--- src/hdl/lpr_pkg.sv ---
// ----------------------------------------------------------------------------
// lpr_pkg
// Shared types and fixed widths of the laser path resampler.
// ----------------------------------------------------------------------------
package lpr_pkg;

  localparam int SP_W       = 24;  // spacing, 8 fractional bits
  localparam int DIST_W     = 26;  // carried distance
  localparam int LEN_W      = 25;  // segment length
  localparam int D_W        = 27;  // running emission distance
  localparam int RAD_W      = 50;  // sqrt radicand
  localparam int SQRT_STEPS = 25;
  localparam int MOD_STEPS  = 25;
  localparam int LERP_STEPS = 18;  // product, load, 16 quotient bits
  localparam int QDEPTH     = 2;

  typedef struct packed {
    logic signed [15:0] x;
    logic signed [15:0] y;
    logic [15:0]        r;
    logic [15:0]        g;
    logic [15:0]        b;
    logic               move;
  } item_t;

  typedef struct packed {
    logic signed [15:0] x;
    logic signed [15:0] y;
    logic [15:0]        r;
    logic [15:0]        g;
    logic [15:0]        b;
    logic               last;
    logic               trunc;
  } result_t;

  typedef enum logic [3:0] {
    S_IDLE, S_SQ, S_SQRT, S_CHECK, S_LERP, S_EMIT, S_MOD, S_END, S_MOVE
  } bstate_t;

endpackage

--- src/hdl/lpr_if.sv ---
// ----------------------------------------------------------------------------
// lpr_if
// Request channels of the laser path resampler: points in, points out, config.
// ----------------------------------------------------------------------------
interface lpr_in_if;
  logic               valid;
  logic               ready;
  logic signed [15:0] pos_x;
  logic signed [15:0] pos_y;
  logic [15:0]        red;
  logic [15:0]        green;
  logic [15:0]        blue;
  logic               frame_start;
  modport source(output valid, pos_x, pos_y, red, green, blue, frame_start, input ready);
  modport sink(input valid, pos_x, pos_y, red, green, blue, frame_start, output ready);
endinterface


--- src/hdl/lpr_front.sv ---
// ----------------------------------------------------------------------------
// lpr_front
// Accepts input points and classifies them as move-to or lit segment end.
// ----------------------------------------------------------------------------
module lpr_front (
  lpr_in_if.sink         in_ch,
  input  logic           q_full,
  output logic           q_push,
  output lpr_pkg::item_t q_item
);
  import lpr_pkg::*;

  assign in_ch.ready = !q_full;
  assign q_push      = in_ch.valid && !q_full;

  always_comb begin
    q_item.x    = in_ch.pos_x;
    q_item.y    = in_ch.pos_y;
    q_item.r    = in_ch.red;
    q_item.g    = in_ch.green;
    q_item.b    = in_ch.blue;
    // blank point or frame start: move-to
    q_item.move = in_ch.frame_start ||
                  (in_ch.red == 16'd0 && in_ch.green == 16'd0 && in_ch.blue == 16'd0);
  end

endmodule

--- src/flat_wrapper.sv ---
// flat-port wrapper written by rule: the top's interface ports become plain ports
module lpr_front_flat import lpr_pkg::*;
  (q_full, q_push, q_item, in_ch_valid, in_ch_pos_x, in_ch_pos_y, in_ch_red, in_ch_green, in_ch_blue, in_ch_frame_start, in_ch_ready);
  lpr_in_if in_ch_i ();
  input  logic q_full;
  output logic q_push;
  output lpr_pkg::item_t q_item;
  input wire logic [$bits(in_ch_i.valid)-1:0] in_ch_valid;
  input wire logic [$bits(in_ch_i.pos_x)-1:0] in_ch_pos_x;
  input wire logic [$bits(in_ch_i.pos_y)-1:0] in_ch_pos_y;
  input wire logic [$bits(in_ch_i.red)-1:0] in_ch_red;
  input wire logic [$bits(in_ch_i.green)-1:0] in_ch_green;
  input wire logic [$bits(in_ch_i.blue)-1:0] in_ch_blue;
  input wire logic [$bits(in_ch_i.frame_start)-1:0] in_ch_frame_start;
  output wire logic [$bits(in_ch_i.ready)-1:0] in_ch_ready;
  assign in_ch_i.valid = in_ch_valid;
  assign in_ch_i.pos_x = in_ch_pos_x;
  assign in_ch_i.pos_y = in_ch_pos_y;
  assign in_ch_i.red = in_ch_red;
  assign in_ch_i.green = in_ch_green;
  assign in_ch_i.blue = in_ch_blue;
  assign in_ch_i.frame_start = in_ch_frame_start;
  assign in_ch_ready = in_ch_i.ready;
  lpr_front u_core (.in_ch(in_ch_i), .q_full(q_full), .q_push(q_push), .q_item(q_item));
endmodule
--- config.mk ---
export PLATFORM = sky130hd
export DESIGN_NAME = lpr_front_flat
export DESIGN_NICKNAME = d
export VERILOG_FILES = /design/src/hdl/lpr_pkg.sv /design/src/hdl/lpr_if.sv /design/src/hdl/lpr_front.sv /design/src/flat_wrapper.sv
export SDC_FILE = /design/constraint.sdc
export NUM_CORES = 1
export LEC_CHECK = 0
export ABC_AREA = 1
export BUFFER_PORTS_ARGS = -buffer_cell sky130_fd_sc_hd__buf_4
export CAP_MARGIN = 20
export CORE_MARGIN = 4
export CORE_UTILIZATION = 25
export DETAILED_ROUTE_END_ITERATION = 6
export PLACE_DENSITY = 0.83
export SETUP_SLACK_MARGIN = 0.5
export SLEW_MARGIN = 20
export SYNTH_ARGS = -nofsm -noshare
export SYNTH_HDL_FRONTEND = slang
export SYNTH_SLANG_ARGS = --single-unit
--- constraint.sdc ---
create_clock -name vclk -period 1.5
set_input_delay 0.45 -clock vclk [all_inputs]
set_output_delay 0.45 -clock vclk [all_outputs]
set_load 0.02 [all_outputs]
==> impl_metrics.py <==
metrics = {
    "detailed_routing": {
        "dr_wl_cell_um": 15.33,
        "drtAntennaViolNets": 0,
        "post-route-drc-count": 0,
        "totalWireLength_mm": 3.266,
        "avgViaCountPerCell": 3.850,
        "vias": 820,
        "drtPass1Iterations": 2,
        "drt_first_iter_violations": 7,
    },
    "finish": {
        "sequential_cell_total": 0,
        "ff_latch_area_um2": 0,
        "syn_to_final_growth_pct": 127.2,
        "final_nets": 254,
        "clockBufferCount": 0,
        "fillers": 255,
        "antennaDiodeCount": 0,
        "layout-drive-gt1-share_pct": 82.25,
    },
    "power_and_ir_drop": {
        "max-vdd-ir-drop_mv": 0.1578,
        "p_per_area_mw_per_mm2": 316.6,
        "total_power_uw": 565.3,
        "static-leakage-power_uw": 0.0008442,
    },
    "setup_path": {
        "critical_path_buf_inv_count": 2,
        "timing.critical_path.mode_cell": "sky130_fd_sc_hd__nand2_1",
        "timing.critical_path.max_delay_family": "simple AND/OR/NAND/NOR gates",
        "worstPathRequired_ns": 1.05,
        "crit_path_top_delay_cell": "sky130_fd_sc_hd__nor2_2",
        "crit_path_start_kind": "input port",
        "path_cells": "buf_8 > nor2_4 > nand2_1 > nor2_1 > nand2_1 > nor2_2 > nand2_1 > nand2_2 > buf_6",
        "crit_arrival_ns": 1.26,
        "worst-path-max-fanout": 2,
        "worstSetupPathType": "in -> out",
        "cpPeakStageDelay_ns": 0.11,
        "critical_path.endpoint_type": "output pin",
    },
    "global_route": {
        "wire_length_of_the_first_global_routing_pass_mm": 4.381,
        "grt_max_degree": 3,
        "globalRouteTotalUtil_pct": 13.11,
        "antenna_found_initial": 0,
        "number_of_global_route_vias_before_repair": 842,
        "grt-ovfl-total": 0,
    },
    "synth": {
        "synth_top_cell_by_area": "sky130_fd_sc_hd__buf_4",
        "syn_avg_cell_area_um2": 6.139,
        "synth_cell_type_count": 5,
        "synthesis.yosys.warnings": 0,
        "synth_top_cell_area_share_pct": 76.43,
        "seq_area_frac_synth_pct": 0,
        "synth.top_cells.by_area": "sky130_fd_sc_hd__buf_4, sky130_fd_sc_hd__nor2_1, sky130_fd_sc_hd__nand2_1",
        "synthTopCellsByCount": "sky130_fd_sc_hd__buf_4, sky130_fd_sc_hd__nor2_1, sky130_fd_sc_hd__nand2_1",
        "post_synthesis_cells": 128,
        "netlist_area_um2": 785.8,
        "post-synth-top-count-cell": "sky130_fd_sc_hd__buf_4",
        "mappedNetlistNets": 211,
    },
    "floorplanning": {
        "core_area_mm2": 0.003028,
        "die_height_um": 64.06,
        "ios": 166,
        "start_util_pct": 25.95,
        "rows": 20,
        "design.die.area_mm2": 0.004104,
        "die_width_um": 64.06,
    },
    "sta": {
        "hold_ws_ns": 0.9000,
        "final_hold_viol_count": 0,
        "count_of_endpoints_failing_setup_in_the_final_report": 1,
        "max_slew_violation_total_from_the_final_report": 0,
        "max_clock_freq_ghz": 0.5864,
        "final.setup.tns_ns": -0.2055,
        "tightestPinTransition_ns": 0.09865,
        "period_needed_ns": 1.705,
        "final.period_utilization_pct": 113.7,
        "post-route-worst-setup-slack_ns": -0.2055,
        "setup_repair_after_global_routing_missed_its_margin": "yes",
        "max_slew_margin_pct": 93.40,
    },
    "hold_path": {
        "hold_path_end": "q_item[69]",
        "whs_path_depth": 0,
        "min-delay-path-class": "in -> out",
        "min_from": "in_ch_pos_x[4]",
    },
    "outcome": {
        "status": "finished with violations",
        "failing_checks": "setup timing",
    },
    "placed_design": {
        "finalWeightedCongestion": 0.6982,
        "number_of_i_o_port_buffers": 102,
        "place_hpwl_mm": 2.608,
    },
    "job": {
        "timing.max_cap.violations": 0,
    },
    "clock_network": {
        "ctsHoldBuffers": 0,
    },
}
## layer usage
metal	track usage, %	routed length, um	vias to the layer above	part of all wire [%]
met2	28.39	2002	90	61
met1	10.08	721	341	22
li1	-	-	389	-
met5	0	0	-	0
met4	0	0	0	0
met3	7.557	542	0	17
## final cells by class
type	count	area, um^2	area share (%)
well taps	44	55.05	3.083
repair buffers	121	1449	81.15
inverters	3	22.52	1.261
multi-input cells	45	259.0	14.51
## cells by family after synthesis
logic type             Yosys count  synth area share (%)
AND/OR/NAND/NOR                 45                 22.13
buffers and inverters           83                 77.87
## per-stage QoR
step                util [%]  setup WS (ns)  std cells  area, um^2
floorplan                  -        0.08542        128        1433
global placement       38.47        -0.2506        209        1165
detailed placement     38.47        -0.2425        209        1165
CTS                    53.93        -0.2273        210        1633
global route           58.97        -0.2890        213        1785
finish                 58.97        -0.2055        213        1785
## power by group
group	total [uW]	switching [uW]	internal [uW]
clock	0	0	0
combinational	565	213	352
sequential	0	0	0
total	565	213	352
## layout by cell type (no fill, tap or decap)
cell type / n
sky130_fd_sc_hd__buf_6: 94
sky130_fd_sc_hd__buf_8: 25
sky130_fd_sc_hd__nor2_1: 17
sky130_fd_sc_hd__nand2_1: 10
sky130_fd_sc_hd__nor2_4: 9
sky130_fd_sc_hd__nor2_2: 5
sky130_fd_sc_hd__nand2_2: 2
sky130_fd_sc_hd__nand4_1: 2
sky130_fd_sc_hd__buf_4: 2
sky130_fd_sc_hd__inv_1: 1
sky130_fd_sc_hd__inv_8: 1
sky130_fd_sc_hd__clkinvlp_4: 1
## how the worst max path moves through the flow
stage                    start         to  slack, ns  cells past startpoint
2_1_floorplan     in_ch_red[1]  q_item[0]       0.09                      7
5_1_grt         in_ch_green[9]  q_item[0]      -0.29                      9
3_5_place_dp   in_ch_green[13]  q_item[0]      -0.24                      9
4_1_cts        in_ch_green[12]  q_item[0]      -0.23                      9
6_report         in_ch_red[12]  q_item[0]      -0.21                      9
3_3_place_gp   in_ch_green[11]  q_item[0]      -0.25                      9
## what timing repair did
action                     in CTS  in global routing
resized for setup             123                 36
hold endpoints to repair        0                  0
pin swaps                      12                 14
buffers inserted                1                  3
setup endpoints to repair      51                 51
No activity file was read; power rests on OpenSTA's default activity.
