## src/hdl/lpr_pkg.sv

```systemverilog
// ----------------------------------------------------------------------------
// lpr_pkg
// Shared types and fixed widths of the laser path resampler.
// ----------------------------------------------------------------------------
package lpr_pkg;

  localparam int SP_W       = 24;  // spacing, 8 fractional bits
  localparam int DIST_W     = 26;  // carried distance
  localparam int LEN_W      = 25;  // segment length
  localparam int D_W        = 27;  // running emission distance
  localparam int RAD_W      = 50;  // sqrt radicand
  localparam int SQRT_STEPS = 25;
  localparam int MOD_STEPS  = 25;
  localparam int LERP_STEPS = 18;  // product, load, 16 quotient bits
  localparam int QDEPTH     = 2;

  typedef struct packed {
    logic signed [15:0] x;
    logic signed [15:0] y;
    logic [15:0]        r;
    logic [15:0]        g;
    logic [15:0]        b;
    logic               move;
  } item_t;

  typedef struct packed {
    logic signed [15:0] x;
    logic signed [15:0] y;
    logic [15:0]        r;
    logic [15:0]        g;
    logic [15:0]        b;
    logic               last;
    logic               trunc;
  } result_t;

  typedef enum logic [3:0] {
    S_IDLE, S_SQ, S_SQRT, S_CHECK, S_LERP, S_EMIT, S_MOD, S_END, S_MOVE
  } bstate_t;

endpackage

```

## src/hdl/lpr_queue.sv

```systemverilog
// ----------------------------------------------------------------------------
// lpr_queue
// Short FIFO of classified points between front and back.
// ----------------------------------------------------------------------------
module lpr_queue (
  input  logic           clk,
  input  logic           rst_n,
  input  logic           push,
  input  lpr_pkg::item_t push_item,
  output logic           full,
  input  logic           pop,
  output logic           avail,
  output lpr_pkg::item_t pop_item
);
  import lpr_pkg::*;

  localparam int PW = (QDEPTH > 1) ? $clog2(QDEPTH) : 1;
  localparam int CW = $clog2(QDEPTH + 1);

  item_t         mem_r [QDEPTH];
  logic [PW-1:0] wr_r, rd_r;
  logic [CW-1:0] cnt_r;

  assign full     = (cnt_r == CW'(QDEPTH));
  assign avail    = (cnt_r != '0);
  assign pop_item = mem_r[rd_r];

  always_ff @(posedge clk) begin
    if (push) begin
      mem_r[wr_r] <= push_item;
    end
  end

  always_ff @(posedge clk) begin
    if (!rst_n) begin
      wr_r  <= '0;
      rd_r  <= '0;
      cnt_r <= '0;
    end else begin
      if (push) begin
        wr_r <= (wr_r == PW'(QDEPTH - 1)) ? '0 : wr_r + 1'b1;
      end
      if (pop) begin
        rd_r <= (rd_r == PW'(QDEPTH - 1)) ? '0 : rd_r + 1'b1;
      end
      if (push && !pop) begin
        cnt_r <= cnt_r + 1'b1;
      end else if (pop && !push) begin
        cnt_r <= cnt_r - 1'b1;
      end
    end
  end

endmodule

```

## config.mk

```make
export PLATFORM = sky130hd
export DESIGN_NAME = lpr_queue
export DESIGN_NICKNAME = d
export VERILOG_FILES = /design/src/hdl/lpr_pkg.sv /design/src/hdl/lpr_queue.sv
export SDC_FILE = /design/constraint.sdc
export NUM_CORES = 1
export LEC_CHECK = 0
export BUFFER_PORTS_ARGS = -buffer_cell sky130_fd_sc_hd__buf_2
export CAP_MARGIN = 0
export CORE_ASPECT_RATIO = 0.75
export CORE_MARGIN = 1.5
export CORE_UTILIZATION = 54
export CTS_BUF_LIST = sky130_fd_sc_hd__clkbuf_8
export CTS_CLUSTER_DIAMETER = 120
export DETAILED_ROUTE_END_ITERATION = 7
export GPL_TIMING_DRIVEN = 1
export PLACE_DENSITY = 0.83
export SYNTH_ARGS = -nofsm -noshare
export SYNTH_HDL_FRONTEND = slang
export SYNTH_SLANG_ARGS = --single-unit
```

## constraint.sdc

```tcl
create_clock -name clk -period 5.6 [get_ports clk]
set_input_delay 0 -clock clk [delete_from_list [all_inputs] [get_ports clk]]
set_output_delay 0 -clock clk [all_outputs]
set_load 0.05 [all_outputs]
```

==> metrics.md, run 1 <==
| Metric | Value |
|---|---|
| Final period util | 0.395 |
| Seq pwr share | 0.556 |
| Fmax | 452 MHz |
| WL/cell | 17.6 um |
| CTS Buf Count | 17 |
| Fin area | 0.00818 mm2 |
| All-Layer GR Usage | 0.205 |
| Drt pass-1 iters | 4 |
| Root buffer cell | clkbuf_8 |
| Via count | 3444 |
| Post-layout power | 2.67 mW |
| Avg Synthesized Cell Area | 22.2 um2 |
| Synth area leader | edfxtp_1 |
| Sequential area share after synthesis | 0.814 |
| Internal power | 1.90 mW |
| Storage cell area | 0.00497 mm2 |
| Switching part of the total | 0.286 |
| Final Setup Violations | 0 |
| Hpwl dp | 6.36 mm |
| Seq cells post-synth | 167 |
| Initial Utilization | 0.557 |
| Antenna cells | 0 |
| Chip Width | 126 um |
| Prevailing post-synth register cell | edfxtp_1 |
| Async SR Flop Fraction | 0 |
| Startpoint Class | flop |
| Crit path DAT | 2.21 ns |
| Clock Pin Slew Worst Setup and Hold Paths | 0.08 ns |
| Largest net degree at the start of global routing | 83 |
| Worst Max-Slew Pin Slew | 1.12 ns |
| Synth top cells by count | edfxtp_1 (162), mux2_2 (81), buf_6 (8), dfxtp_1 (5), and2_1 (4) |
| Setup_tns | 0 ns |
| Cell count after synthesis | 274 |
| Starting DRT DRC Count | 268 |
| Multi-input gate area | 0.00104 mm2 |
| Area delta synth->final | 34.1% |
| Core ar. | 0.0109 mm2 |
| Slowest-stage cell, CP | dfxtp_4 |
| Drt total wl | 12.1 mm |
| Top Family by Delay on Critical Path | flip-flops |
| Peak supply drop | 0.245 mV |
| Synth Net Count | 360 |
| Final #Nets | 622 |
| Pre-CTS setup slack | 3.85 ns |
| RSZ-0062 raised after global routing | false |
| Largest cells by area after synthesis | edfxtp_1 (80%), mux2_2 (15%), dfxtp_1 (1.6%) |
| Max-cap viol count | 0 |
| Power share of the clock group | 0.258 |
| Required @ worst endpoint | 5.60 ns |
| Psw | 0.763 mW |
| Routed Antenna Nets | 0 |
| Die Area | 0.0119 mm2 |
| Placed Instances | 573 |
| Syn. warnings | 0 |
| Power Dens Cells | 326 mW/mm2 |
| GP Congestion | 0.721 |
| Number of synthesized flops with an enable pin | 162 |
| Clk sinks | 167 |
| CP cell instances | mux2_2 > buf_2 |
| Most frequent cell after synthesis | edfxtp_1 |
| Final setup margin | 3.39 ns |
| Comb power frac | 0.186 |
| Synth top area share | 0.798 |
| DR vias/cell | 5.01 |
| Htree depth | 4 |
| Fraction of layout cells with a size suffix above 1 | 0.509 |
| Post-Layout Cell Count | 688 |
| CTS tree | built |
| Final-layout fill cell count | 633 |
| Worst-path fanout max | 81 |
| Synthesized area | 0.00610 mm2 |
| Hold WC Path Type | input pin to flop |
| First-pass GRT wire length | 18.1 mm |
| Slew Limit Headroom | 0.252 |
| Setup Skew | 0.00971 ns |
| Outcome | finished, final reports clean |
| Port Buffer Count | 167 |
| Clk_lat worst skew | 0.43 ns |
| Placed standard-cell area | 0.00703 mm2 |
| Leakage dissipation | 3.10 nW |
| Initial antenna violation count | 0 |
| Std cell rows | 33 |
| Clock Path Buffers | 2 |
| Final min period | 2.21 ns |
| Die Ht | 95.0 um |
| Grt ovf | 0 |
| Final slew viol count | 0 |
| Num ports | 168 |
| CP Class | flop to output pin |
| Vias in the first global route | 3544 |
| Buffers & Inverters on Critical Path | 1 |
| Slowest stage delay, CP | 1.08 ns |
| CP Capture Type | output pin |
| Drt drc | 0 |
| Synth unique cells | 17 |
| Final hold viol count | 0 |
## logic make-up (layout without fill, tap and decap cells)
family,after synthesis,in the layout,synth area share
simple gates,9,9,0.00965
xor+xnor,3,3,0.00431
compound gates,3,3,0.00328
buf+inv,10,284,0.0166
flops,167,167,0.814
fa+ha+maj,1,1,0.00205
mux,81,81,0.150
## final cells by class
cell class / count / share of cell area
inverter: 1 / 0.000459
tap: 140 / 0.0214
multi-input combinational: 97 / 0.127
sequential: 167 / 0.608
timing repair buffer: 252 / 0.206
clock buffer: 17 / 0.0286
clock inverter: 14 / 0.00857
## per-layer routing
metal | GRT usage | vias up | share of wire
li1 | - | 1596 | -
met1 | 0.253 | 1688 | 0.42
met2 | 0.347 | 149 | 0.50
met3 | 0.0685 | 11 | 0.069
met4 | 0.0663 | 0 | 0.0063
met5 | 0 | - | 0
## through the flow
step / utilization / hold WS (ns)
after floorplan: - / 0.0989
after global routing: 0.747 / 0.141
after CTS: 0.747 / 0.0720
final: 0.747 / 0.147
after global placement: 0.643 / 0.187
after detailed placement: 0.643 / 0.192
## registers in the layout (all words and copies together), names as in the netlist, named ones only
| signal | flops |
|---|---|
| cnt_r | 2 |
| mem_r | 162 |
| rd_r | 1 |
| wr_r | 1 |
## cells in the final DEF, fill, tap and decap left out
master and count:
a21boi_1 1, and2_1 3, and2_4 1, and2b_2 1, buf_2 167, buf_4 1, clkbuf_8 17, clkinv_1 5
clkinv_2 5, clkinvlp_4 3, dfxtp_1 4, dfxtp_4 1, dlygate4sd3_1 84, edfxtp_1 162, ha_1 1, inv_1 2
mux2_2 81, nor2b_1 1, nor2b_4 1, o21a_1 1, o21ai_0 1, or2_2 1, or3_1 1, xnor2_1 1
xor2_1 2
## repair_timing
| item | 4_1_cts | 5_1_grt |
|---|---|---|
| hold buffers | 84 | 0 |
| buffers inserted | 0 | 0 |
| resized for setup | 0 | 0 |
| endpoints found under the hold margin | 167 | 0 |
| endpoints found under the setup margin | 0 | 0 |
## final timing paths
path	start	endpoint	slack, ns	cells after the start
min	push	cnt_r[1]	0.15	4
max reg2reg	wr_r	wr_r	3.44	4
max	flop	pop_item[41]	3.39	2
min reg2reg	cnt_r[1]	cnt_r[1]	0.59	2
## power by group through the flow
| stage | clock [mW] | sequential (mW) | combinational (mW) |
|---|---|---|---|
| after floorplan | 0 | 1.49 | 0.364 |
| after global placement | 0 | 1.51 | 0.438 |
| after detailed placement | 0 | 1.51 | 0.444 |
| after CTS | 0.700 | 1.48 | 0.492 |
| after global routing | 0.751 | 1.49 | 0.518 |
| final | 0.688 | 1.48 | 0.496 |
## worst register-to-register path, stage by stage, from the launching register on
cell and delay [ns]:
dfxtp_1 0.35, nor2b_4 0.11, buf_4 0.83, o21a_1 0.28, dlygate4sd3_1 0.54
(Power assumes the default switching activity.)
==> run 2, diff against run 1 <==
--- a/config.mk
+++ b/config.mk
@@ -5,16 +5,17 @@
 export SDC_FILE = /design/constraint.sdc
 export NUM_CORES = 1
 export LEC_CHECK = 0
+export ABC_AREA = 1
 export BUFFER_PORTS_ARGS = -buffer_cell sky130_fd_sc_hd__buf_2
 export CAP_MARGIN = 0
 export CORE_ASPECT_RATIO = 0.75
 export CORE_MARGIN = 1.5
-export CORE_UTILIZATION = 54
+export CORE_UTILIZATION = 55
 export CTS_BUF_LIST = sky130_fd_sc_hd__clkbuf_8
 export CTS_CLUSTER_DIAMETER = 120
 export DETAILED_ROUTE_END_ITERATION = 7
 export GPL_TIMING_DRIVEN = 1
-export PLACE_DENSITY = 0.83
+export PLACE_DENSITY = 0.84
 export SYNTH_ARGS = -nofsm -noshare
 export SYNTH_HDL_FRONTEND = slang
 export SYNTH_SLANG_ARGS = --single-unit
==> constraint.sdc (replaced) <==
create_clock -name clk -period 2.2 [get_ports clk]
set_input_delay 0 -clock clk [delete_from_list [all_inputs] [get_ports clk]]
set_output_delay 0 -clock clk [all_outputs]
set_load 0.05 [all_outputs]
==> run 2 against run 1 <==
Net effect: count of clock-buffer cells in the layout unchanged; sequential cell count unchanged; die area grew 4.2%; core utilization up 1.5 points; hold slack better by 0.14 ns; synthesized cell count grew 4.7%; largest cell class unchanged; largest power group unchanged.
==> metrics.md, run 2 <==
| Metric | Value |
|---|---|
| Via count | 3578 (+3.9%) |
| Worst-path fanout max | 35 (-57%) |
| Drt pass-1 iters | 4 (unchanged) |
| CP Class | flop to output pin |
| Biggest regs | mem_r: 162 flops, cnt_r: 2 flops |
| Synth Net Count | 373 (+3.6%) |
| Worst Max-Slew Pin Slew | 0.656 ns (-0.467 ns) |
| Clock Pin Slew Worst Setup and Hold Paths | 0.08 ns (about the same) |
| Number of synthesized flops with an enable pin | 162 (unchanged) |
| Met2 Wirelength | 6.36 mm (+4.4%) |
| Final slew viol count | 0 (unchanged) |
| Setup_tns | 0 ns (unchanged) |
| RSZ-0062 raised after global routing | false |
| Routed Antenna Nets | 0 (unchanged) |
| Fmax | 528 MHz |
| Outcome | finished, final reports clean |
| Hold WS | 0.285 ns (+0.138 ns) |
| Max-cap viol count | 0 (unchanged) |
| Clk sinks | 167 (unchanged) |
| Post_cts resized | 0 (unchanged) |
| Core ar. | 0.0115 mm2 (+5.4%) |
| Largest Register | mem_r |
| Area delta synth->final | 35.6% |
| Largest net degree at the start of global routing | 37 (-55%) |
| Chip Width | 128 um (+2.1%) |
| Synth top cells by count | edfxtp_1 (162), mux2_4 (80), nand2_1 (9) |
| Hold WC Path Type | input pin to flop |
| Root buffer cell | clkbuf_8 |
| Seq cells post-synth | 167 (unchanged) |
| Sequential area share after synthesis | 0.767 (-0.0478) |
| Clock Path Buffers | 2 (unchanged) |
| Final-layout fill cell count | 619 (-2.2%) |
| Die Ht | 97.0 um (+2.1%) |
| All-Layer GR Usage | 0.213 (+0.00863) |
| Max reg flops | 162 (unchanged) |
| Peak supply drop | 0.688 mV (+180%) |
| Initial Utilization | 0.562 (+0.00464) |
| Initial antenna violation count | 1 (+1) |
| GP Congestion | 0.731 (+1.3%) |
| Postcts setup bufs | 0 (unchanged) |
| Syn. warnings | 0 (unchanged) |
| Most frequent cells in the layout | buf_2 (167), edfxtp_1 (162), dlygate4sd3_1 (87) |
| Final Setup Violations | 0 (unchanged) |
| First-pass GRT wire length | 19.6 mm (+8.0%) |
| Starting DRT DRC Count | 200 (-25%) |
| Num ports | 168 (unchanged) |
| Slew Limit Headroom | 0.562 (+0.310) |
| Startpoint Class | flop |
| Synth area leader | edfxtp_1 |
| Die Area | 0.0124 mm2 (+4.2%) |
| Drt drc | 0 (unchanged) |
| WL/cell | 17.1 um (-2.8%) |
| Required @ worst endpoint | 2.20 ns (-3.40 ns) |
| Post-layout power | 7.27 mW (+170%) |
| Leakage dissipation | 3.55 nW (+14%) |
| # hold bufs at CTS | 87 (+3.6%) |
| Crit path DAT | 1.89 ns (-0.32 ns) |
| Met1 Wirelength | 5.03 mm (-1.2%) |
| CTS tree | built |
| Power Dens Cells | 828 mW/mm2 (+150%) |
| Synthesized area | 0.00648 mm2 (+6.2%) |
| Uppermost routed layer | met4 |
| Hpwl dp | 7.38 mm (+16%) |
| Grt ovf | 0 (unchanged) |
| CP Capture Type | output pin |
| Most frequent cell after synthesis | edfxtp_1 |
| Setup Skew | 0.00431 ns (-0.00540 ns) |
| Async SR Flop Fraction | 0 (unchanged) |
| CTS Buf Count | 17 (unchanged) |
| DR vias/cell | 4.87 (-2.6%) |
| Largest cells by area after synthesis | edfxtp_1 (75%), mux2_4 (19%), buf_12 (2.5%) |
| Avg Synthesized Cell Area | 22.6 um2 (+1.4%) |
| Cell count after synthesis | 287 (+4.7%) |
| Synth unique cells | 14 (-3) |
| Std cell rows | 34 (+3.0%) |
| Fraction of layout cells with a size suffix above 1 | 0.508 (-0.00124) |
| Vias in the first global route | 3862 (+9.0%) |
| Final #Nets | 644 (+3.5%) |
| Most common cell after layout, fill and taps aside | buf_2 |
| Final hold viol count | 0 (unchanged) |
| Clk_lat worst skew | 0.43 ns (about the same) |
| Port Buffer Count | 167 (unchanged) |
| Final period util | 0.861 |
| Final min period | 1.89 ns |
| Prevailing post-synth register cell | edfxtp_1 |
| Metal3 WL | 972 um (+17%) |
| Htree depth | 4 (unchanged) |
| Drt total wl | 12.5 mm (+3.7%) |
| Synth top area share | 0.751 (-0.0469) |
==> run 2: changes by cell type after synthesis, moves of 2 or more <==
cell,previous run,this run
inv_1,1,8
mux2_2,81,1
nor2_1,0,8
buf_12,0,8
xor2_1,2,0
mux2_4,0,80
nand2_1,0,9
nor2b_1,2,0
buf_6,8,1
and2_1,4,0
==> run 2: worst max-delay path, stage by stage, from the launching register on <==
cell and delay (ns):
dfxtp_4 0.56, buf_12 0.31, mux2_4 0.34, buf_2 0.21
==> run 2: cells by family after synthesis <==
group                    count (synthesis)  synth area share
flip-flops                             167             0.767
multiplexers                            81             0.187
AND/OR/NAND/NOR                         19            0.0116
buffers and inverters                   17            0.0311
AO/OA/AOI/OAI                            2           0.00154
adder cells (fa/ha/maj)                  1           0.00193
==> run 2: final cells by class <==
cell class	instances	area (um2)	share of cell area
Clock buffer	17	234	0.0266
Inverter	8	33.8	0.00385
Antenna cell	1	2.50	0.000285
Timing Repair Buffer	261	1850	0.210
Clock inverter	15	178	0.0202
Sequential cell	167	4970	0.566
Tap cell	162	203	0.0231
Multi-Input combinational cell	103	1320	0.150
==> run 2: report_power, final <==
group          total, mW  switching, mW  internal (mW)
clock network       2.22           1.09           1.13
registers           3.73         0.0598           3.67
logic               1.31          0.814          0.500
==> run 2: per-layer routing <==
layer | track usage | vias to the layer above
li1 | - | 1657
met1 | 0.250 | 1742
met2 | 0.368 | 161
met3 | 0.0785 | 18
met4 | 0.0640 | 0
met5 | 0 | -
==> run 2: path summary, 6_finish.rpt <==
path | startpoint | endpoint | slack (ns) | cells past startpoint
setup reg to reg | wr_r | wr_r | 0.37 | 5
setup / recovery | flop | pop_item[67] | 0.31 | 3
hold reg to reg | rd_r | flop | 0.54 | 3
hold / removal | push_item[9] | mem_r[1][9] | 0.28 | 2
==> run 2: per-stage QoR <==
step           setup slack (ns)  cell area [um2]  utilization  instances
6_report                  0.305             8780        0.762        734
5_1_grt                   0.203             8780        0.762        734
4_1_cts                   0.266             8780        0.762        733
3_5_place_dp              0.719             7500        0.650        614
3_3_place_gp              0.748             7500        0.650        614
2_1_floorplan             0.184             6490            -        287
==> run 3, diff against run 2 <==
--- a/config.mk
+++ b/config.mk
@@ -10,12 +10,12 @@
 export CAP_MARGIN = 0
 export CORE_ASPECT_RATIO = 0.75
 export CORE_MARGIN = 1.5
-export CORE_UTILIZATION = 55
+export CORE_UTILIZATION = 40
 export CTS_BUF_LIST = sky130_fd_sc_hd__clkbuf_8
 export CTS_CLUSTER_DIAMETER = 120
 export DETAILED_ROUTE_END_ITERATION = 7
 export GPL_TIMING_DRIVEN = 1
-export PLACE_DENSITY = 0.84
+export PLACE_DENSITY = 0.64
 export SYNTH_ARGS = -nofsm -noshare
 export SYNTH_HDL_FRONTEND = slang
 export SYNTH_SLANG_ARGS = --single-unit
==> constraint.sdc (replaced) <==
create_clock -name clk -period 2.3 [get_ports clk]
set_input_delay 0 -clock clk [delete_from_list [all_inputs] [get_ports clk]]
set_output_delay 0 -clock clk [all_outputs]
set_load 0.05 [all_outputs]
==> run 3 against run 2 <==
Net effect: die area up 36%; core utilization down 22 points; non-clock buffer count unchanged; register-to-register slack better by 0.10 ns; sequential power down 4%; critical path type unchanged.
==> metrics.md, run 3 (synthesis results as in run 2) <==
| Metric | Value |
|---|---|
| Buffers & Inverters on Critical Path | 2 (unchanged) |
| Hold Crit Start | push_item[53] |
| Via count | 3507 (-2.0%) |
| Fin area | 0.00868 mm2 (-1.2%) |
| Area delta synth->final | 34.1% |
| R2R cell count | 5 (unchanged) |
| Drt pass-1 iters | 5 (+1) |
| Peak supply drop | 0.535 mV (-22%) |
| Htree depth | 4 (unchanged) |
| Instance count on the critical path | 3 (unchanged) |
| Initial Utilization | 0.407 (-0.155) |
| Required @ worst endpoint | 2.30 ns (+0.10 ns) |
| Leakage dissipation | 3.49 nW (-1.6%) |
| Top Family by Delay on Critical Path | flip-flops |
| Setup Skew | 0.00995 ns (+0.00565 ns) |
| Drt total wl | 12.4 mm (-1.0%) |
| Fraction of layout cells with a size suffix above 1 | 0.501 (-0.00700) |
| Routed Antenna Nets | 0 (unchanged) |
| Crit path DAT | 1.90 ns (about the same) |
| Clk sinks | 167 (unchanged) |
| Slew Limit Headroom | 0.561 (-0.000685) |
| Grt ovf | 0 (unchanged) |
| RSZ-0062 raised after global routing | false |
| Initial antenna violation count | 0 (-1) |
| Final Setup Violations | 0 (unchanged) |
| All-Layer GR Usage | 0.150 (-0.0637) |
| Root buffer cell | clkbuf_8 |
| Antenna cells | 0 (-1) |
| Final #Nets | 644 (unchanged) |
| Power Dens Cells | 751 mW/mm2 (-9.3%) |
| Post-Layout Cell Count | 779 (+6.1%) |
| CP Capture Type | output pin |
| Slowest-stage cell, CP | dfxtp_4 |
| Max-cap viol count | 0 (unchanged) |
| Worst-path fanout max | 26 (-26%) |
| RR Endpoint | wr_r |
| Final slew viol count | 0 (unchanged) |
| Outcome | finished, final reports clean |
| Core ar. | 0.0159 mm2 (+38%) |
| Slowest stage delay, CP | 0.60 ns (+0.04 ns) |
| Die Area | 0.0170 mm2 (+36%) |
| Placed standard-cell area | 0.00752 mm2 (+0.23%) |
| Chip Width | 150 um (+17%) |
| Final hold viol count | 0 (unchanged) |
| Pre-CTS setup slack | 0.845 ns (+0.126 ns) |
| Postcts setup bufs | 0 (unchanged) |
| Final period util | 0.825 |
| GP Congestion | 0.707 (-3.3%) |
| Fin util | 0.546 (-0.216) |
| Num ports | 168 (unchanged) |
| R2r setup slk | 0.47 ns (+0.10 ns) |
| CTS tree | built |
| First-pass GRT wire length | 18.7 mm (-4.3%) |
| CP Class | flop to output pin |
| Reg2reg start | wr_r |
| CTS Buf Count | 17 (unchanged) |
| Die Ht | 113 um (+17%) |
| Most common cell after layout, fill and taps aside | buf_2 |
| Crit path to | pop_item[60] |
| WL/cell | 15.9 um (-6.7%) |
| Port Buffer Count | 167 (unchanged) |
| Largest net degree at the start of global routing | 48 (+30%) |
| Final setup margin | 0.402 ns (+0.0967 ns) |
| Final-layout fill cell count | 1285 (+110%) |
| Startpoint Class | flop |
| DR vias/cell | 4.50 (-7.6%) |
| Clock Pin Slew Worst Setup and Hold Paths | 0.09 ns (about the same) |
| Clk_lat worst skew | 0.44 ns (about the same) |
| Drt drc | 0 (unchanged) |
| CP cell instances | buf_12 > mux2_2 > buf_2 |
| Most frequent cells in the layout | buf_2 (167), edfxtp_1 (162), dlygate4sd3_1 (86) |
| Vias in the first global route | 3767 (-2.5%) |
| Starting DRT DRC Count | 214 (+7.0%) |
| Placed Instances | 663 (+8.0%) |
| Max reg flops | 162 (unchanged) |
| Setup_tns | 0 ns (unchanged) |
| Clock Path Buffers | 2 (unchanged) |
| Final min period | 1.90 ns |
| Fmax | 527 MHz |
| Hold WC Path Type | input pin to flop |
| Std cell rows | 40 (+18%) |
| Worst Max-Slew Pin Slew | 0.658 ns (+0.00258 ns) |
| Biggest regs | mem_r: 162 flops, cnt_r: 2 flops |
| Largest Register | mem_r |
| Hpwl dp | 7.56 mm (+2.5%) |
==> run 3: timing repair <==
item / CTS / global route
hold buffers: 86 / 0
resized for setup: 0 / 0
hold endpoints to repair: 167 / 0
==> run 3: worst min-delay path by stage <==
stage	end	slack (ns)	depth (start not counted)
global placement	mem_r[1][44]	0.19	1
CTS	mem_r[0][62]	0.24	2
finish	mem_r[1][53]	0.28	2
detailed placement	mem_r[1][33]	0.19	1
global route	mem_r[0][62]	0.23	2
floorplan	mem_r[0][0]	0.1	0
==> run 3: layout make-up <==
type	count	area, um2	area share
multi-input combinational	103	1320	0.152
inverter	8	33.8	0.00389
clock buffer	17	234	0.0269
timing repair buffer	261	1790	0.207
sequential	167	4970	0.572
tap	210	263	0.0303
clock inverter	13	71.3	0.00821
==> run 3: power breakdown <==
part	internal, mW	switching [mW]
sequential	3.52	0.0560
combinational	0.464	0.772
clock	0.708	1.01
==> run 3: through the flow <==
stage                     hold slack (ns)  power [mW]
final                               0.277        6.52
after global routing                0.233        6.78
after CTS                           0.239        6.58
after detailed placement            0.191        4.76
after global placement              0.187        4.74
after floorplan                    0.0989        4.52
==> run 3: metal layers <==
metal | vias to the layer above | part of all wire | GRT usage
met4 | 0 | 0.0095 | 0.0425
met5 | - | 0 | 0
li1 | 1650 | - | -
met1 | 1721 | 0.42 | 0.175
met2 | 123 | 0.48 | 0.248
met3 | 13 | 0.087 | 0.0681
==> run 3: worst register-to-register path, stage by stage, from the launching register on <==
cell and delay [ns]:
dfxtp_1 0.40, nand2_1 0.13, nand2_1 0.07, dlygate4sd3_1 0.54
nor2_1 0.04, dlygate4sd3_1 0.54
